**config.mk**
```make
export PLATFORM = sky130hd
export DESIGN_NAME = ber_tlv_sequence_parser
export DESIGN_NICKNAME = d
export VERILOG_FILES = /design/src/rtl/btlv_pkg.sv /design/src/rtl/ber_tlv_sequence_parser.sv
export SDC_FILE = /design/constraint.sdc
export NUM_CORES = 1
export LEC_CHECK = 0
export ABC_AREA = 1
export BUFFER_PORTS_ARGS = -buffer_cell sky130_fd_sc_hd__buf_4
export CORE_ASPECT_RATIO = 0.9
export CORE_UTILIZATION = 40
export CTS_CLUSTER_SIZE = 25
export DETAILED_ROUTE_END_ITERATION = 7
export PLACE_DENSITY = 0.59
export SLEW_MARGIN = 30
export SYNTH_ARGS = -nofsm -noshare
export SYNTH_HDL_FRONTEND = slang
export SYNTH_SLANG_ARGS = --single-unit
```
**constraint.sdc**
```tcl
create_clock -name clk -period 8.6 [get_ports clk]
set_input_delay 1.72 -clock clk [delete_from_list [all_inputs] [get_ports clk]]
set_output_delay 1.72 -clock clk [all_outputs]
set_load 0.02 [all_outputs]
```
**src/rtl/btlv_pkg.sv**
```systemverilog
package btlv_pkg;

  // Parser phases, one-hot
  typedef enum logic [4:0] {
    PH_TAG     = 5'b00001,
    PH_LEN     = 5'b00010,
    PH_LBYTES  = 5'b00100,
    PH_CONTENT = 5'b01000,
    PH_SKIP    = 5'b10000
  } btlv_phase_t;

  // Result status codes
  localparam logic [1:0] ST_OK       = 2'd0;
  localparam logic [1:0] ST_TRUNC    = 2'd1;
  localparam logic [1:0] ST_LEN_LONG = 2'd2;
  localparam logic [1:0] ST_TOO_FEW  = 2'd3;

  localparam logic [7:0] NULL_TAG  = 8'h00;
  localparam logic [3:0] DONE_SAT  = 4'd15;

  // Result queue: each entry holds what one byte produced (one or two results)
  localparam int QDEPTH = 2;
  localparam int QAW    = $clog2(QDEPTH);
  localparam int QCW    = $clog2(QDEPTH + 1);

  typedef struct packed {
    logic [7:0]  tag_value;
    logic [31:0] content_length;
    logic [2:0]  header_length;
    logic [31:0] start_offset;
    logic [1:0]  status;
    logic        end_of_run;
  } btlv_res_t;

  typedef struct packed {
    logic      two;
    btlv_res_t r0;
    btlv_res_t r1;
  } btlv_entry_t;

  function automatic btlv_res_t mk_res(input logic [7:0] tag, input logic [31:0] clen,
                                       input logic [2:0] hlen, input logic [31:0] start,
                                       input logic [1:0] status);
    btlv_res_t r;
    r.tag_value      = tag;
    r.content_length = clen;
    r.header_length  = hlen;
    r.start_offset   = start;
    r.status         = status;
    r.end_of_run     = 1'b0;
    return r;
  endfunction

endpackage

```
**src/rtl/ber_tlv_sequence_parser.sv**
```systemverilog
// A result is queued when the byte that causes it is accepted, then leaves on the out_ ports.
// One byte per cycle while in_stall is low; parser state updates in a single pass per byte.
// A byte ending a buffer can cause two results; the output side then presents them on two
// consecutive transactions, and in_stall rises only while the two-entry result queue is full.
// Reset (rst_n low at a clock edge) clears the parser and queue and sets objects_wanted to 1.
module ber_tlv_sequence_parser #(
  parameter int MAX_LENGTH_BYTES = 4
) (
  input  logic        clk,
  input  logic        rst_n,
  // configuration
  input  logic        cfg_write_en,
  input  logic [3:0]  cfg_objects_wanted,
  // byte input
  input  logic        in_valid,
  output logic        in_stall,
  input  logic [7:0]  in_data_byte,
  input  logic        in_last_byte,
  // result output
  output logic        out_valid,
  input  logic        out_stall,
  output logic [7:0]  out_tag_value,
  output logic [31:0] out_content_length,
  output logic [2:0]  out_header_length,
  output logic [31:0] out_start_offset,
  output logic [1:0]  out_status,
  output logic        out_end_of_run
);

  // Width of the long-form length byte counter
  localparam int LBW = $clog2(MAX_LENGTH_BYTES + 1);

  // Parser state
  logic [3:0]           cfg_r;
  btlv_pkg::btlv_phase_t phase_r, phase_nxt;
  logic [7:0]           tag_r, tag_nxt;
  logic [31:0]          acc_r, acc_nxt;
  logic [LBW-1:0]       lbl_r, lbl_nxt;
  logic [31:0]          cl_r, cl_nxt;
  logic [31:0]          pos_r, pos_nxt;
  logic [31:0]          start_r, start_nxt;
  logic [3:0]           done_r, done_nxt;

  // Result queue
  btlv_pkg::btlv_entry_t     q_r [btlv_pkg::QDEPTH];
  logic [btlv_pkg::QAW-1:0]  wr_ptr_r, rd_ptr_r;
  logic [btlv_pkg::QCW-1:0]  cnt_r, cnt_nxt;
  logic                      sel_r;

  logic                  in_acc, out_acc, push, pop;
  logic [3:0]            wanted;
  logic                  main_v, last_v;
  btlv_pkg::btlv_res_t   main_res, last_res;
  btlv_pkg::btlv_entry_t new_entry, head;
  btlv_pkg::btlv_res_t   head_res;
  logic [6:0]            len_k;
  logic [31:0]           cl_dec;
  logic [3:0]            done_inc;
  logic [LBW-1:0]        lbl_dec;

  assign in_stall = (cnt_r == btlv_pkg::QCW'(btlv_pkg::QDEPTH));
  assign in_acc   = in_valid && !in_stall;
  assign out_acc  = out_valid && !out_stall;

  // A register value of zero counts as one wanted object
  assign wanted   = (cfg_r == 4'd0) ? 4'd1 : cfg_r;
  assign len_k    = in_data_byte[6:0];
  assign cl_dec   = cl_r - 32'd1;
  assign lbl_dec  = lbl_r - LBW'(1);
  // Finished-object count saturates
  assign done_inc = (done_r < btlv_pkg::DONE_SAT) ? done_r + 4'd1 : done_r;

  // Per-byte parse step
  always_comb begin
    phase_nxt = phase_r;
    tag_nxt   = tag_r;
    acc_nxt   = acc_r;
    lbl_nxt   = lbl_r;
    cl_nxt    = cl_r;
    start_nxt = start_r;
    done_nxt  = done_r;
    main_v    = 1'b0;
    main_res  = btlv_pkg::mk_res(8'd0, 32'd0, 3'd0, 32'd0, btlv_pkg::ST_OK);
    last_v    = 1'b0;
    last_res  = btlv_pkg::mk_res(8'd0, 32'd0, 3'd0, 32'd0, btlv_pkg::ST_TOO_FEW);

    case (phase_r)
      btlv_pkg::PH_TAG: begin
        if (done_r >= wanted) begin
          // register was lowered below the count already reached
          phase_nxt = btlv_pkg::PH_SKIP;
        end else begin
          start_nxt = pos_r;
          tag_nxt   = in_data_byte;
          acc_nxt   = 32'd0;
          if (in_data_byte == btlv_pkg::NULL_TAG) begin
            // null tag: no length byte, finish at once
            main_v    = 1'b1;
            main_res  = btlv_pkg::mk_res(btlv_pkg::NULL_TAG, 32'd0, 3'd1, pos_r,
                                         btlv_pkg::ST_OK);
            done_nxt  = done_inc;
            phase_nxt = (done_inc >= wanted) ? btlv_pkg::PH_SKIP : btlv_pkg::PH_TAG;
          end else begin
            phase_nxt = btlv_pkg::PH_LEN;
          end
        end
      end
      btlv_pkg::PH_LEN: begin
        acc_nxt = 32'd0;
        if (in_data_byte[7] && (len_k > 7'(MAX_LENGTH_BYTES))) begin
          // long form with too many length bytes
          main_v    = 1'b1;
          main_res  = btlv_pkg::mk_res(tag_r, 32'd0, 3'd0, start_r, btlv_pkg::ST_LEN_LONG);
          phase_nxt = btlv_pkg::PH_SKIP;
        end else if (in_data_byte[7] && (len_k != 7'd0)) begin
          lbl_nxt   = len_k[LBW-1:0];
          phase_nxt = btlv_pkg::PH_LBYTES;
        end else if (in_data_byte[7] || (in_data_byte == 8'd0)) begin
          // zero content: finish on this byte (bare 0x80 counts as length zero)
          main_v    = 1'b1;
          main_res  = btlv_pkg::mk_res(tag_r, 32'd0, pos_r[2:0] + 3'd1 - start_r[2:0],
                                       start_r, btlv_pkg::ST_OK);
          done_nxt  = done_inc;
          phase_nxt = (done_inc >= wanted) ? btlv_pkg::PH_SKIP : btlv_pkg::PH_TAG;
        end else begin
          acc_nxt   = {24'd0, in_data_byte};
          cl_nxt    = {24'd0, in_data_byte};
          phase_nxt = btlv_pkg::PH_CONTENT;
        end
      end
      btlv_pkg::PH_LBYTES: begin
        if (acc_r[31:24] != 8'd0) begin
          // length value would overflow 32 bits
          main_v    = 1'b1;
          main_res  = btlv_pkg::mk_res(tag_r, 32'd0, 3'd0, start_r, btlv_pkg::ST_LEN_LONG);
          phase_nxt = btlv_pkg::PH_SKIP;
        end else begin
          acc_nxt = {acc_r[23:0], in_data_byte};
          lbl_nxt = lbl_dec;
          if (lbl_dec == '0) begin
            if ({acc_r[23:0], in_data_byte} == 32'd0) begin
              main_v    = 1'b1;
              main_res  = btlv_pkg::mk_res(tag_r, 32'd0, pos_r[2:0] + 3'd1 - start_r[2:0],
                                           start_r, btlv_pkg::ST_OK);
              done_nxt  = done_inc;
              phase_nxt = (done_inc >= wanted) ? btlv_pkg::PH_SKIP : btlv_pkg::PH_TAG;
            end else begin
              cl_nxt    = {acc_r[23:0], in_data_byte};
              phase_nxt = btlv_pkg::PH_CONTENT;
            end
          end
        end
      end
      btlv_pkg::PH_CONTENT: begin
        cl_nxt = cl_dec;
        if (cl_dec == 32'd0) begin
          main_v    = 1'b1;
          main_res  = btlv_pkg::mk_res(tag_r, acc_r,
                                       pos_r[2:0] + 3'd1 - start_r[2:0] - acc_r[2:0],
                                       start_r, btlv_pkg::ST_OK);
          done_nxt  = done_inc;
          phase_nxt = (done_inc >= wanted) ? btlv_pkg::PH_SKIP : btlv_pkg::PH_TAG;
        end
      end
      btlv_pkg::PH_SKIP: begin
        // drop bytes until the end of the buffer
      end
      default: begin
        phase_nxt = btlv_pkg::PH_SKIP;
      end
    endcase

    if (in_last_byte) begin
      // end of buffer: report a cut-off object or a short sequence, then restart
      if (phase_nxt inside {btlv_pkg::PH_LEN, btlv_pkg::PH_LBYTES, btlv_pkg::PH_CONTENT}) begin
        last_v   = 1'b1;
        last_res = btlv_pkg::mk_res(tag_nxt, 32'd0, 3'd0, start_nxt, btlv_pkg::ST_TRUNC);
      end else if ((phase_nxt == btlv_pkg::PH_TAG) && (done_nxt < wanted)) begin
        last_v   = 1'b1;
        last_res = btlv_pkg::mk_res(8'd0, 32'd0, 3'd0, 32'd0, btlv_pkg::ST_TOO_FEW);
      end
      phase_nxt = btlv_pkg::PH_TAG;
      done_nxt  = 4'd0;
      acc_nxt   = 32'd0;
      lbl_nxt   = '0;
      cl_nxt    = 32'd0;
      pos_nxt   = 32'd0;
    end else begin
      pos_nxt   = pos_r + 32'd1;
    end
  end

  // Pack this byte's results; end_of_run marks the last one
  always_comb begin
    new_entry     = '0;
    new_entry.two = main_v && last_v;
    if (main_v) begin
      new_entry.r0            = main_res;
      new_entry.r0.end_of_run = !last_v;
      new_entry.r1            = last_res;
      new_entry.r1.end_of_run = 1'b1;
    end else begin
      new_entry.r0            = last_res;
      new_entry.r0.end_of_run = 1'b1;
    end
  end

  assign push = in_acc && (main_v || last_v);

  // Output side: walk the head entry one result per transaction
  assign head      = q_r[rd_ptr_r];
  assign head_res  = sel_r ? head.r1 : head.r0;
  assign out_valid = (cnt_r != '0);
  assign pop       = out_acc && (sel_r || !head.two);

  assign out_tag_value      = head_res.tag_value;
  assign out_content_length = head_res.content_length;
  assign out_header_length  = head_res.header_length;
  assign out_start_offset   = head_res.start_offset;
  assign out_status         = head_res.status;
  assign out_end_of_run     = head_res.end_of_run;

  always_comb begin
    cnt_nxt = cnt_r;
    if (push && !pop) begin
      cnt_nxt = cnt_r + btlv_pkg::QCW'(1);
    end else if (pop && !push) begin
      cnt_nxt = cnt_r - btlv_pkg::QCW'(1);
    end
  end

  // Control registers
  always_ff @(posedge clk) begin
    if (!rst_n) begin
      cfg_r    <= 4'd1;
      phase_r  <= btlv_pkg::PH_TAG;
      tag_r    <= 8'd0;
      acc_r    <= 32'd0;
      lbl_r    <= '0;
      cl_r     <= 32'd0;
      pos_r    <= 32'd0;
      start_r  <= 32'd0;
      done_r   <= 4'd0;
      wr_ptr_r <= '0;
      rd_ptr_r <= '0;
      cnt_r    <= '0;
      sel_r    <= 1'b0;
    end else begin
      if (cfg_write_en) begin
        cfg_r <= cfg_objects_wanted;
      end
      if (in_acc) begin
        phase_r <= phase_nxt;
        tag_r   <= tag_nxt;
        acc_r   <= acc_nxt;
        lbl_r   <= lbl_nxt;
        cl_r    <= cl_nxt;
        pos_r   <= pos_nxt;
        start_r <= start_nxt;
        done_r  <= done_nxt;
      end
      if (push) begin
        wr_ptr_r <= wr_ptr_r + btlv_pkg::QAW'(1);
      end
      if (pop) begin
        rd_ptr_r <= rd_ptr_r + btlv_pkg::QAW'(1);
      end
      cnt_r <= cnt_nxt;
      if (out_acc) begin
        // advance to the second result of a two-result entry, else back to the first
        sel_r <= !pop;
      end
    end
  end

  // Queue storage, no reset needed
  always_ff @(posedge clk) begin
    if (push) begin
      q_r[wr_ptr_r] <= new_entry;
    end
  end

  // Checks
  a_cnt_bound: assert property (@(posedge clk) disable iff (!rst_n)
    cnt_r <= btlv_pkg::QCW'(btlv_pkg::QDEPTH))
    else $error("result queue overfilled");

  a_sel_two: assert property (@(posedge clk) disable iff (!rst_n)
    sel_r |-> (out_valid && head.two))
    else $error("second result selected in a single-result entry");

  a_last_restart: assert property (@(posedge clk) disable iff (!rst_n)
    (in_acc && in_last_byte) |=> (phase_r == btlv_pkg::PH_TAG && done_r == 4'd0 &&
                                  pos_r == 32'd0))
    else $error("parser not restarted after end of buffer");

  a_content_nonzero: assert property (@(posedge clk) disable iff (!rst_n)
    (phase_r == btlv_pkg::PH_CONTENT) |-> (cl_r != 32'd0))
    else $error("content phase with no content left");

  a_last_eor: assert property (@(posedge clk) disable iff (!rst_n)
    push |=> (q_r[$past(wr_ptr_r)].two ? q_r[$past(wr_ptr_r)].r1.end_of_run
                                       : q_r[$past(wr_ptr_r)].r0.end_of_run))
    else $error("stored entry lacks end_of_run on its last result");

endmodule

```
After elaboration in Yosys (flattened, before gate mapping)
Memory sizes are Yosys's and may differ from the RTL's. A register that Yosys moved wholly into a read port is not among the register bits. Index checks and enable logic that the tools add are counted.

Register bits: 157. Memory bits (writable): 314. Input bits: 18. Output and inout port bits: 80. Logic and storage cells: 167. Memories kept: 1.

$add $sub $neg: 11. Magnitude comparators: 5. Eq/ne operators: 18. Multiplexer cells: 84. Reductions and logical operators: 35.

Memories: q_r (words 2, width 157, rd ports 1, clocked after memory_dff 1, write ports 1, line ber_tlv_sequence_parser.sv:45) `btlv_pkg::btlv_entry_t q_r [btlv_pkg::QDEPTH];`.

Operators by type and width (count): $mux 78 (12); $mux 32 (13); $pmux 78 s4 (1); $pmux 32 s3 (2); $mux 36 (2); $logic_not 32->1 (2); $mux 5 (11); $mux 4 (12); $mux 8 (5); $add 32x1->32 const B (1); $sub 32x1->32 const B (1); $pmux 5 s5 (1); $ne 3x3->1 const B (8); $mux 1 (16); $pmux 4 s4 (1); $mux 3 (4); $eq 5x1->1 const B (2); $eq 5x2->1 const B (2); $eq 5x3->1 const B (2); $eq 5x4->1 const B (2); $logic_and 1x1->1 (10); $ge 4x4->1 (2); $logic_not 8->1 (1); $reduce_and 8->1 (1); 26 further kinds (39).

Depth between registers and ports, before layout
Gate-level depths: netlist of run 1.

Word-level depth: 19. Depth in mapped cells: 25.

Worst setup path after synthesis of run 1
Ideal clock, no wire load.

Path type: in2reg. Start point: input in_data_byte[4]. End point: memory q_r[0][100] (netlist name) (enable). Setup time: 602 ps. Data arrival time: 8227 ps. Path slack: -229 ps. Stages: 17. Path buffers: 0. Cells stage by stage: inv_1 nand4_1 nor2_1 inv_1 nor2_2 nand2_1 nor2_2 nand2_1 inv_1 o21ai_0 nand2_1 nor2_8 inv_6 nor2_4 nand2_2 nand2_2 nor2_1.

Cells in the longest elaborated chain, start to end: 15.

Ends and longest elaborated chain: start, declared (line ber_tlv_sequence_parser.sv:17) `input logic [7:0] in_data_byte,`; branches (longest 11 deep; another with $gt 7x3->1); $logic_or 1x1->1 (*) (line ber_tlv_sequence_parser.sv:208) `assign push = in_acc && (main_v || last_v);`; $logic_and 1x1->1 (*) (line ber_tlv_sequence_parser.sv:208); $mux 1 (*) (line ber_tlv_sequence_parser.sv:278) `if (push) begin`; $mux 1 (not written as such) (*) (line ber_tlv_sequence_parser.sv:279) `q_r[wr_ptr_r] <= new_entry;`; end, declared (line ber_tlv_sequence_parser.sv:45).

Every way passes the cells marked *.

Worst setup path in the final report of run 1
Start point: input in_data_byte[4]. End point: memory q_r[1][25] (netlist name) (enable).

The elaborated chain is that of the path after synthesis.

==> flow_summary.yaml, run 1 <==
status:
  status: "finished clean"
routing:
  drt_iter0_drc: 1588
  wl_um: 52030
  dr.pass1.iters: 5
  ant_nets: 0
  viasPerCell: 5.224
  vias: 15600
  wl_per_cell_um: 17.43
  drc_errors: 0
setup_path:
  critPathKind: "primary input to register"
  crit_fanout: 78
  startpoint_type: "primary input"
  crit_arrival_ps: 5390
  cp_data_required_time_ps: 8810
  end_kind: "register"
yosys:
  synthMuxAreaShare_pct: 0.05230
  synth_common_cells: "nor2_1, nand2_1, o21ai_0"
  yosys.cell_types.count: 54
  synthCells: 2205
  synth-main-ff-cell: "edfxtp_1"
  synth_top_family_by_area: "simple AND/OR/NAND/NOR gates"
  synth_compound_area_share_pct: 17.89
  synth-edff-count: 242
  yosys.area_share.simple_pct: 18.10
  synth_area_leaders: "edfxtp_1, dfxtp_1, o21ai_0"
  synth_top_area_share_pct: 37.97
  yosysWarnings: 0
  syn_avg_cell_area_um2: 8.680
  synth_seq_cells: 400
  syn_area_um2: 19140
  synth-async-reset-ratio_pct: 0
  yosys.area.top_type: "edfxtp_1"
  synthAdderAreaFrac_pct: 1.543
  synth_seq_area_share_pct: 54.50
  synth-xor-area-share_pct: 0.4119
  synth_most_common_cell: "nor2_1"
clock_tree:
  cts_buffers: 44
  htree_levels: 2
  cts_tree: "yes"
  cts-root-buf: "clkbuf_16"
  post_cts.repair.setup_buffers: 0
  cts_buffer_depth: 3
  clk_pin_slew_worst_paths_ps: 60
  clock_latency_ps: 580
  ctsResizeCount: 0
  ctsHoldBuffers: 0
  cts.sinks: 400
timing:
  skew_ps: 25.63
  fmax_mhz: 193.3
  hold_viol_final: 0
  fin_setup_tns_ps: 0
  worst_slew_pin_slew_ps: 899.6
  setup_violations: 0
  finalMaxSlewViolations: 0
  fin_crit_sh_pct: 60.16
  post-route-min-period_ps: 5174
  rsz0062_at_grt: "no"
  timing.slew.headroom_pct: 39.86
layout:
  drive_above_1_share_pct: 10.84
  area_delta_synth_final_pct: 15.60
  final_core_util_pct: 47.15
  fin_nets: 2375
  final.fill_count: 4498
  diodes: 0
power_and_ir_drop:
  powerDensity_nw_per_um2: 251.8
  seq_power_share_pct: 40.7
  p_int_uw: 3743
  comb_power_share_pct: 25.1
  clock_power_share_pct: 34.2
  power_switching_uw: 1829
  ir_worst_vdd_mv: 0.1531
  p_leak_uw: 0.008547
  switching_share_pct: 32.82
die:
  die_area_um2: 48730
  die_h_um: 209.5
  dieWidth_um: 232.6
  initial_utilization_pct: 40.79
  core-area_um2: 46920
  fp-row-count: 75
  io_pins: 98
placed_design:
  place.gp.congestion: 0.9176
  hpwl_um: 34880
  port_buffers: 97
global_route:
  grt_overflow: 0
  grt_max_degree: 79
  antenna_found_initial: 0
  grt_pass1_wl_um: 80570
  grt_pass1_vias: 14300
  grt_usage_pct: 21.08
run:
  max_cap_violations: 0
worst_hold_path:
  hold_path.class: "register to register"
-- power groups by stage --
stage	registers [uW]	clock network [uW]	logic (uW)
detailed placement	2300	0	1400
global placement	2300	0	1380
finish	2270	1910	1400
floorplan	2290	0	928
global route	2280	2010	1540
CTS	2270	1940	1400
-- metal layers --
layer  part of all wire (%)  global-route usage (%)  up-vias
met3                    5.7                   2.813       53
met2                     42                   29.78      428
met5                      0                       0        -
li1                       -                       -     7742
met1                     51                   33.53     7376
met4                    1.6                   5.139        0
-- critical path: stages --
cell     delay, ps
buf_4          110
inv_1          100
nand4_1        210
nor2_1         250
inv_1          140
nor2_2         250
nand2_1        100
nor2_2         180
nand2_1         70
inv_1           80
o21ai_0         70
nand2_1        190
nor2_8         170
inv_6          130
nor2_4          50
nand2_2         80
nand3_1        160
inv_6          600
buf_4          620
-- registers in the layout, summed over array words and instances, names as in the netlist, named ones only --
signal	cells
acc_r	32
cfg_r	4
cl_r	32
cnt_r	2
done_r	4
lbl_r	3
phase_r	5
pos_r	32
q_r	242
rd_ptr_r	1
sel_r	1
start_r	32
tag_r	8
wr_ptr_r	1
-- area by class of cell --
cell class	instances	area [um2]	area share [%]
sequential	400	10430	47.16
tap	616	770.7	3.484
clock inverter	23	251.5	1.137
inverter	259	985.9	4.457
timing repair buffer	113	868.3	3.925
clock buffer	59	1219	5.508
multi-input combinational	1516	7595	34.33
-- cells in the final DEF (no fill, tap or decap), drive strengths merged, types with 3 or more instances in the layout --
cell type / n
nand4: 27
xor2: 5
conb: 80
ha: 22
nor2: 346
nand3b: 5
o211ai: 11
a211oi: 27
inv: 257
buf: 113
nand2: 319
o22ai: 47
o21a: 4
o21ai: 298
nor3: 56
clkinvlp: 3
xnor2: 4
nand3: 52
a21oi: 156
clkinv: 18
clkbuf: 59
bufinv: 4
dfxtp: 158
edfxtp: 242
nor4: 6
a31oi: 6
o221ai: 33
-- stage by stage --
step           instances  hold slack (ps)  cell area, um2  power, uW  setup slack (ps)
2_1_floorplan       2284            422.8           19440       3215              1818
3_3_place_gp        2903            424.1           20620       3683              2749
3_5_place_dp        2904            447.4           20650       3700              2872
4_1_cts             2986            460.5           22120       5609              3482
5_1_grt             2986            496.5           22120       5831              3077
6_report            2986            463.1           22120       5571              3426
-- logic make-up (layout without fill, tap and decap cells) --
kind of cell,count (synthesis),after routing
AND/OR/NAND/NOR,814,814
AO/OA/AOI/OAI,589,589
flip-flops,400,400
buffers and inverters,368,454
adder cells (fa/ha/maj),23,23
XOR/XNOR,9,9
other,1,80
multiplexers,1,1
-- final timing paths --
kind                end             from  cells after the start  slack (ps)
max          q_r[1][25]  in_data_byte[4]                     19        3430
min            rd_ptr_r         rd_ptr_r                      1         460
max reg2reg  q_r[1][78]          cl_r[0]                     18        3680
min reg2reg    rd_ptr_r         rd_ptr_r                      1         460
(Power assumes the default switching activity.)
==> run 2: changes to the inputs <==
Settings changed: ABC_AREA 1 to 0, PLACE_DENSITY 0.59 to 0.57.
Clock period 8.6 ns to 4.97 ns, I/O delays scaled along.
==> run 2 against run 1 <==
Net effect: synthesized cell count down 27%; area after synthesis is 6.5% lower; global-route usage shrank 1.5 points; die area is 6.4% lower; combinational power up 75%; core utilization increased by 0.87 points; critical path type is now register to register.
==> flow_summary.yaml, run 2 <==
global_route:
  antenna_found_initial: 0
  grt_pass1_vias: 12020
  grt_usage_pct: 19.56
  grt-busiest-layer: "met1"
  grt_overflow: 0
  grt_pass1_wl_um: 69400
  grt_use_met3_pct: 3.517
  met1_usage_pct: 30.35
  grt_max_degree: 71
  grt_use_met2_pct: 28.00
setup_path:
  worst-r2r-setup-slack_ps: 210
  cp_data_required_time_ps: 5180
  crit_arrival_ps: 4970
  path_common_cell: "or4_4"
  slowest_stage: "or4_1"
  crit_fanout: 29
  critPathKind: "register to register"
  critPathBufInv: 1
  crit_family: "simple AND/OR/NAND/NOR gates"
  max_stage_delay_ps: 680
  startpoint_type: "register"
  end_kind: "register"
  crit_chain: "or4_4, or4_4, nor4_1, xor2_1, or4b_1, or4_1, a41oi_4, and2b_4, buf_4"
routing:
  dr.pass1.iters: 5
  wl_um: 44480
  drt_iter0_drc: 1040
  ant_nets: 0
  viasPerCell: 5.284
  wl_per_cell_um: 18.52
  drc_errors: 0
  vias: 12690
layout:
  regMostFlops: "q_r"
  final.fill_count: 4000
  final_common_cell: "edfxtp_1"
  area_delta_synth_final_pct: 18.36
  design_area_um2: 21190
  fin_nets: 1809
  final_cell_mix: "edfxtp_1, nand2_1, nor2_1"
  final_cells: 2402
  diodes: 0
  drive_above_1_share_pct: 15.59
  largest_register_ffs: 242
yosys:
  synth-main-ff-cell: "edfxtp_1"
  synth_seq_area_share_pct: 58.27
  synth_common_cells: "edfxtp_1, nand2_1, nor2_1"
  yosysWarnings: 0
  yosys.cell_types.count: 69
  synth-edff-count: 242
  synth-async-reset-ratio_pct: 0
  syn_avg_cell_area_um2: 11.17
  synthCells: 1603
  syn_area_um2: 17900
  synth_area_leaders: "edfxtp_1, dfxtp_1, mux4_2"
  yosys.area.top_type: "edfxtp_1"
  synth_top_area_share_pct: 40.60
  synth_most_common_cell: "edfxtp_1"
  synth_seq_cells: 400
status:
  status: "finished clean"
power_and_ir_drop:
  p_leak_uw: 0.007459
  power_uw: 9581
  powerDensity_nw_per_um2: 452.2
  ir_worst_vdd_mv: 0.2459
clock_tree:
  ctsHoldBuffers: 0
  htree_levels: 2
  clock_latency_ps: 570
  ctsResizeCount: 0
  cts-root-buf: "clkbuf_16"
  clk_pin_slew_worst_paths_ps: 60
  post_cts.repair.setup_buffers: 0
  cts_tree: "yes"
  cts.sinks: 400
  cts_buffers: 42
  cts_buffer_depth: 3
placed_design:
  port_buffers: 97
  place_area_um2: 19730
  place.gp.congestion: 0.8838
  dp.cells: 2324
  place_ws_ps: 248.0
  hpwl_um: 29610
die:
  dieWidth_um: 225.0
  io_pins: 98
  core-area_um2: 44120
  initial_utilization_pct: 40.57
  die_h_um: 202.7
  die_area_um2: 45600
  fp-row-count: 73
run:
  max_cap_violations: 0
timing:
  finalMaxSlewViolations: 0
  fmax_mhz: 210.2
  fin_ws_ps: 212.7
  fin_setup_tns_ps: 0
  post-route-min-period_ps: 4757
  skew_ps: 20.25
  fin_crit_sh_pct: 95.72
  rsz0062_at_grt: "no"
  timing.slew.headroom_pct: 40.50
  hold_viol_final: 0
  worst_slew_pin_slew_ps: 891.6
  setup_violations: 0
worst_hold_path:
  hold_path.class: "register to register"
[run 2: changes by cell type in the layout (fill, tap and decap cells not counted), sizes merged, moves of 32 or more]
cell	change
o21ai	-237
a22o	+42
mux4	+43
nor2	-168
and2	+49
o22ai	-46
nand2	-104
inv	-230
a21oi	-34
mux2i	+41
nor3	-34
o221ai	-32
[run 2: final cells by class]
class                      instances  area [um2]  area share [%]
tap                              600       750.7           3.543
sequential                       400       10440           49.26
multi-input combinational       1161        7307           34.49
timing repair buffer             138        1156           5.457
clock buffer                      54        1189           5.610
clock inverter                    24       247.7           1.169
inverter                          25       98.84          0.4665
[run 2: through the flow]
step                      hold slack (ps)  util (%)
after floorplan                     436.6         -
after global placement              441.8     44.66
after detailed placement            446.5     44.73
after CTS                           454.3     47.99
after global routing                469.5     48.02
final                               452.6     48.02
[run 2: kinds of logic after synthesis]
kind of cell	after synthesis	share of synthesized area, %
XOR/XNOR	42	2.055
AND/OR/NAND/NOR	627	16.30
multiplexers	90	8.074
flip-flops	400	58.27
buffers and inverters	121	2.824
other	1	0.02095
adder cells (fa/ha/maj)	23	1.650
AO/OA/AOI/OAI	299	10.81
[run 2: routing by layer]
| layer | share of wire [%] | up-vias | wire length [um] |
|---|---|---|---|
| li1 | - | 6138 | - |
| met3 | 5.4 | 44 | 2396 |
| met4 | 1.5 | 0 | 680 |
| met5 | 0 | - | 0 |
| met2 | 43 | 307 | 19120 |
| met1 | 50 | 6203 | 22290 |
[run 2: where the power goes]
| part | total, uW | internal [uW] | switching, uW | leakage (uW) |
|---|---|---|---|---|
| Clock | 3230 | 1910 | 1320 | 0.000705 |
| Sequential | 3900 | 3750 | 150 | 0.00352 |
| Combinational | 2450 | 970 | 1480 | 0.00323 |
[run 2: path summary, 6_finish.rpt]
kind,cells past startpoint,to,startpoint
max reg2reg,9,q_r[0][133],cl_r[0]
max,9,q_r[0][133],cl_r[0]
min,2,start_r[26],start_r[26]
min reg2reg,2,start_r[26],start_r[26]
[run 2: worst reg2reg max path, delay by kind of cell, from the launching register on]
family	cells	cell delay [ps]
simple gates	6	3060
compound gates	1	350
buf+inv	1	380
flops	1	370
xor+xnor	1	210
==> run 3: changes to the inputs <==
Settings changed: ABC_AREA 0 to 1.
Clock period 4.97 ns to 5.65 ns, I/O delays scaled along.
==> run 3 against run 2 <==
Net effect: fmax increased by 9.1%; hold slack better by 7.3 ps; power down 11%; combinational power decreased by 13%; sequential cell count unchanged; cell area up 4.6%; register-to-register slack improved by 1100 ps; routed wire length is 18% higher.
==> flow_summary.yaml, run 3 (synthesized netlist as in run 1, its figures left out) <==
status:
  status: "finished clean"
placed_design:
  port_buffers: 97
  place_area_um2: 20670
  dp.cells: 2906
  place.gp.congestion: 0.9106
  hpwl_um: 35360
layout:
  final.fill_count: 4522
  diodes: 0
  largest_register_ffs: 242
  final_cells: 2990
  fin_nets: 2378
  drive_above_1_share_pct: 10.99
  design_area_um2: 22150
  regMostFlops: "q_r"
  final_common_cell: "nor2_1"
  final_cell_mix: "nor2_1, nand2_1, o21ai_0"
  area_delta_synth_final_pct: 15.75
power_and_ir_drop:
  p_leak_uw: 0.008572
  ir_worst_vdd_mv: 0.2142
  powerDensity_nw_per_um2: 383.2
die:
  die_h_um: 209.5
  io_pins: 98
  fp-row-count: 75
  die_area_um2: 48730
  core-area_um2: 46920
  dieWidth_um: 232.6
  initial_utilization_pct: 40.79
worst_hold_path:
  hold_path.class: "register to register"
global_route:
  grt_max_degree: 89
  grt_pass1_vias: 14280
  antenna_found_initial: 1
  grt_overflow: 0
  grt_usage_pct: 21.44
  grt_pass1_wl_um: 81770
clock_tree:
  ctsResizeCount: 0
  cts.sinks: 400
  cts_tree: "yes"
  clk_pin_slew_worst_paths_ps: 60
  cts-root-buf: "clkbuf_16"
  clock_latency_ps: 590
  htree_levels: 2
  cts_buffers: 45
  cts_buffer_depth: 3
  ctsHoldBuffers: 0
  post_cts.repair.setup_buffers: 0
timing:
  rsz0062_at_grt: "no"
  post-route-min-period_ps: 4360
  hold_viol_final: 0
  fin_setup_tns_ps: 0
  fmax_mhz: 229.4
  skew_ps: 23.47
  worst_slew_pin_slew_ps: 872.9
  timing.slew.headroom_pct: 41.81
  setup_violations: 0
  holdWs_ps: 459.9
  fin_crit_sh_pct: 77.17
  finalMaxSlewViolations: 0
setup_path:
  end_kind: "register"
  cp_data_required_time_ps: 5990
  critPathKind: "register to register"
  slowest_stage: "a2111oi_0"
  crit_fanout: 36
  critPathBufInv: 4
  crit_chain: "inv_1, ha_1, nand2_1, nor2_1, nand3_1, inv_1, nand2_1, nand2_1, nand2_1, nand2_1, nor2_1, nand2_1, nor2_2, nand3_2, buf_4, nand4_2, nand3_1, nand2_1, ha_1, a2111oi_0, nand3_1, inv_1, nand2_1"
  max_stage_delay_ps: 580
  startpoint_type: "register"
  path_common_cell: "nand2_1"
  crit_family: "simple AND/OR/NAND/NOR gates"
  crit_arrival_ps: 4700
routing:
  wl_um: 52530
  wl_per_cell_um: 17.57
  drt_iter0_drc: 1397
  vias: 15650
  dr.pass1.iters: 5
  ant_nets: 0
  viasPerCell: 5.232
  drc_errors: 0
run:
  max_cap_violations: 0
[run 3: changes by cell type in the layout (fill, tap and decap cells not counted), sizes merged, moves of 41 or more]
cell   delta
a22o     -42
and2     -49
nand2   +104
o22ai    +46
inv     +234
mux2i    -41
mux4     -43
o21ai   +237
nor2    +168
[run 3: metrics by stage]
| stage | util, % | total power (uW) | setup slack (ps) |
|---|---|---|---|
| floorplan | - | 4889 | 196.4 |
| global placement | 44.05 | 5610 | 1115 |
| detailed placement | 44.06 | 5627 | 1110 |
| CTS | 47.21 | 8555 | 1376 |
| global route | 47.21 | 8898 | 953.9 |
| finish | 47.21 | 8489 | 1290 |
[run 3: metal layers]
| layer | GRT usage (%) | part of all wire [%] | vias up |
|---|---|---|---|
| li1 | - | - | 7740 |
| met1 | 34.57 | 51 | 7434 |
| met2 | 29.95 | 41 | 420 |
| met3 | 2.649 | 5.5 | 51 |
| met4 | 5.116 | 1.5 | 0 |
| met5 | 0 | 0 | - |
[run 3: area by class of cell]
| type | count | area [um2] | share of cell area (%) |
|---|---|---|---|
| Sequential cell | 400 | 10430 | 47.10 |
| Multi-Input combinational cell | 1516 | 7595 | 34.28 |
| Clock buffer | 63 | 1254 | 5.659 |
| Inverter | 259 | 983.4 | 4.439 |
| Timing Repair Buffer | 115 | 888.4 | 4.010 |
| Tap cell | 616 | 770.7 | 3.479 |
| Clock inverter | 21 | 227.7 | 1.028 |
[run 3: worst paths after layout]
path	start	slack (ps)	to	depth (start not counted)
max	cl_r[0]	1290	q_r[0][78]	23
min	rd_ptr_r	460	register	1
max reg2reg	cl_r[0]	1290	q_r[0][78]	23
min reg2reg	rd_ptr_r	460	register	1
[run 3: where the power goes]
group / internal (uW) / switching [uW]
logic: 644 / 1480
clock network: 1700 / 1220
registers: 3340 / 102
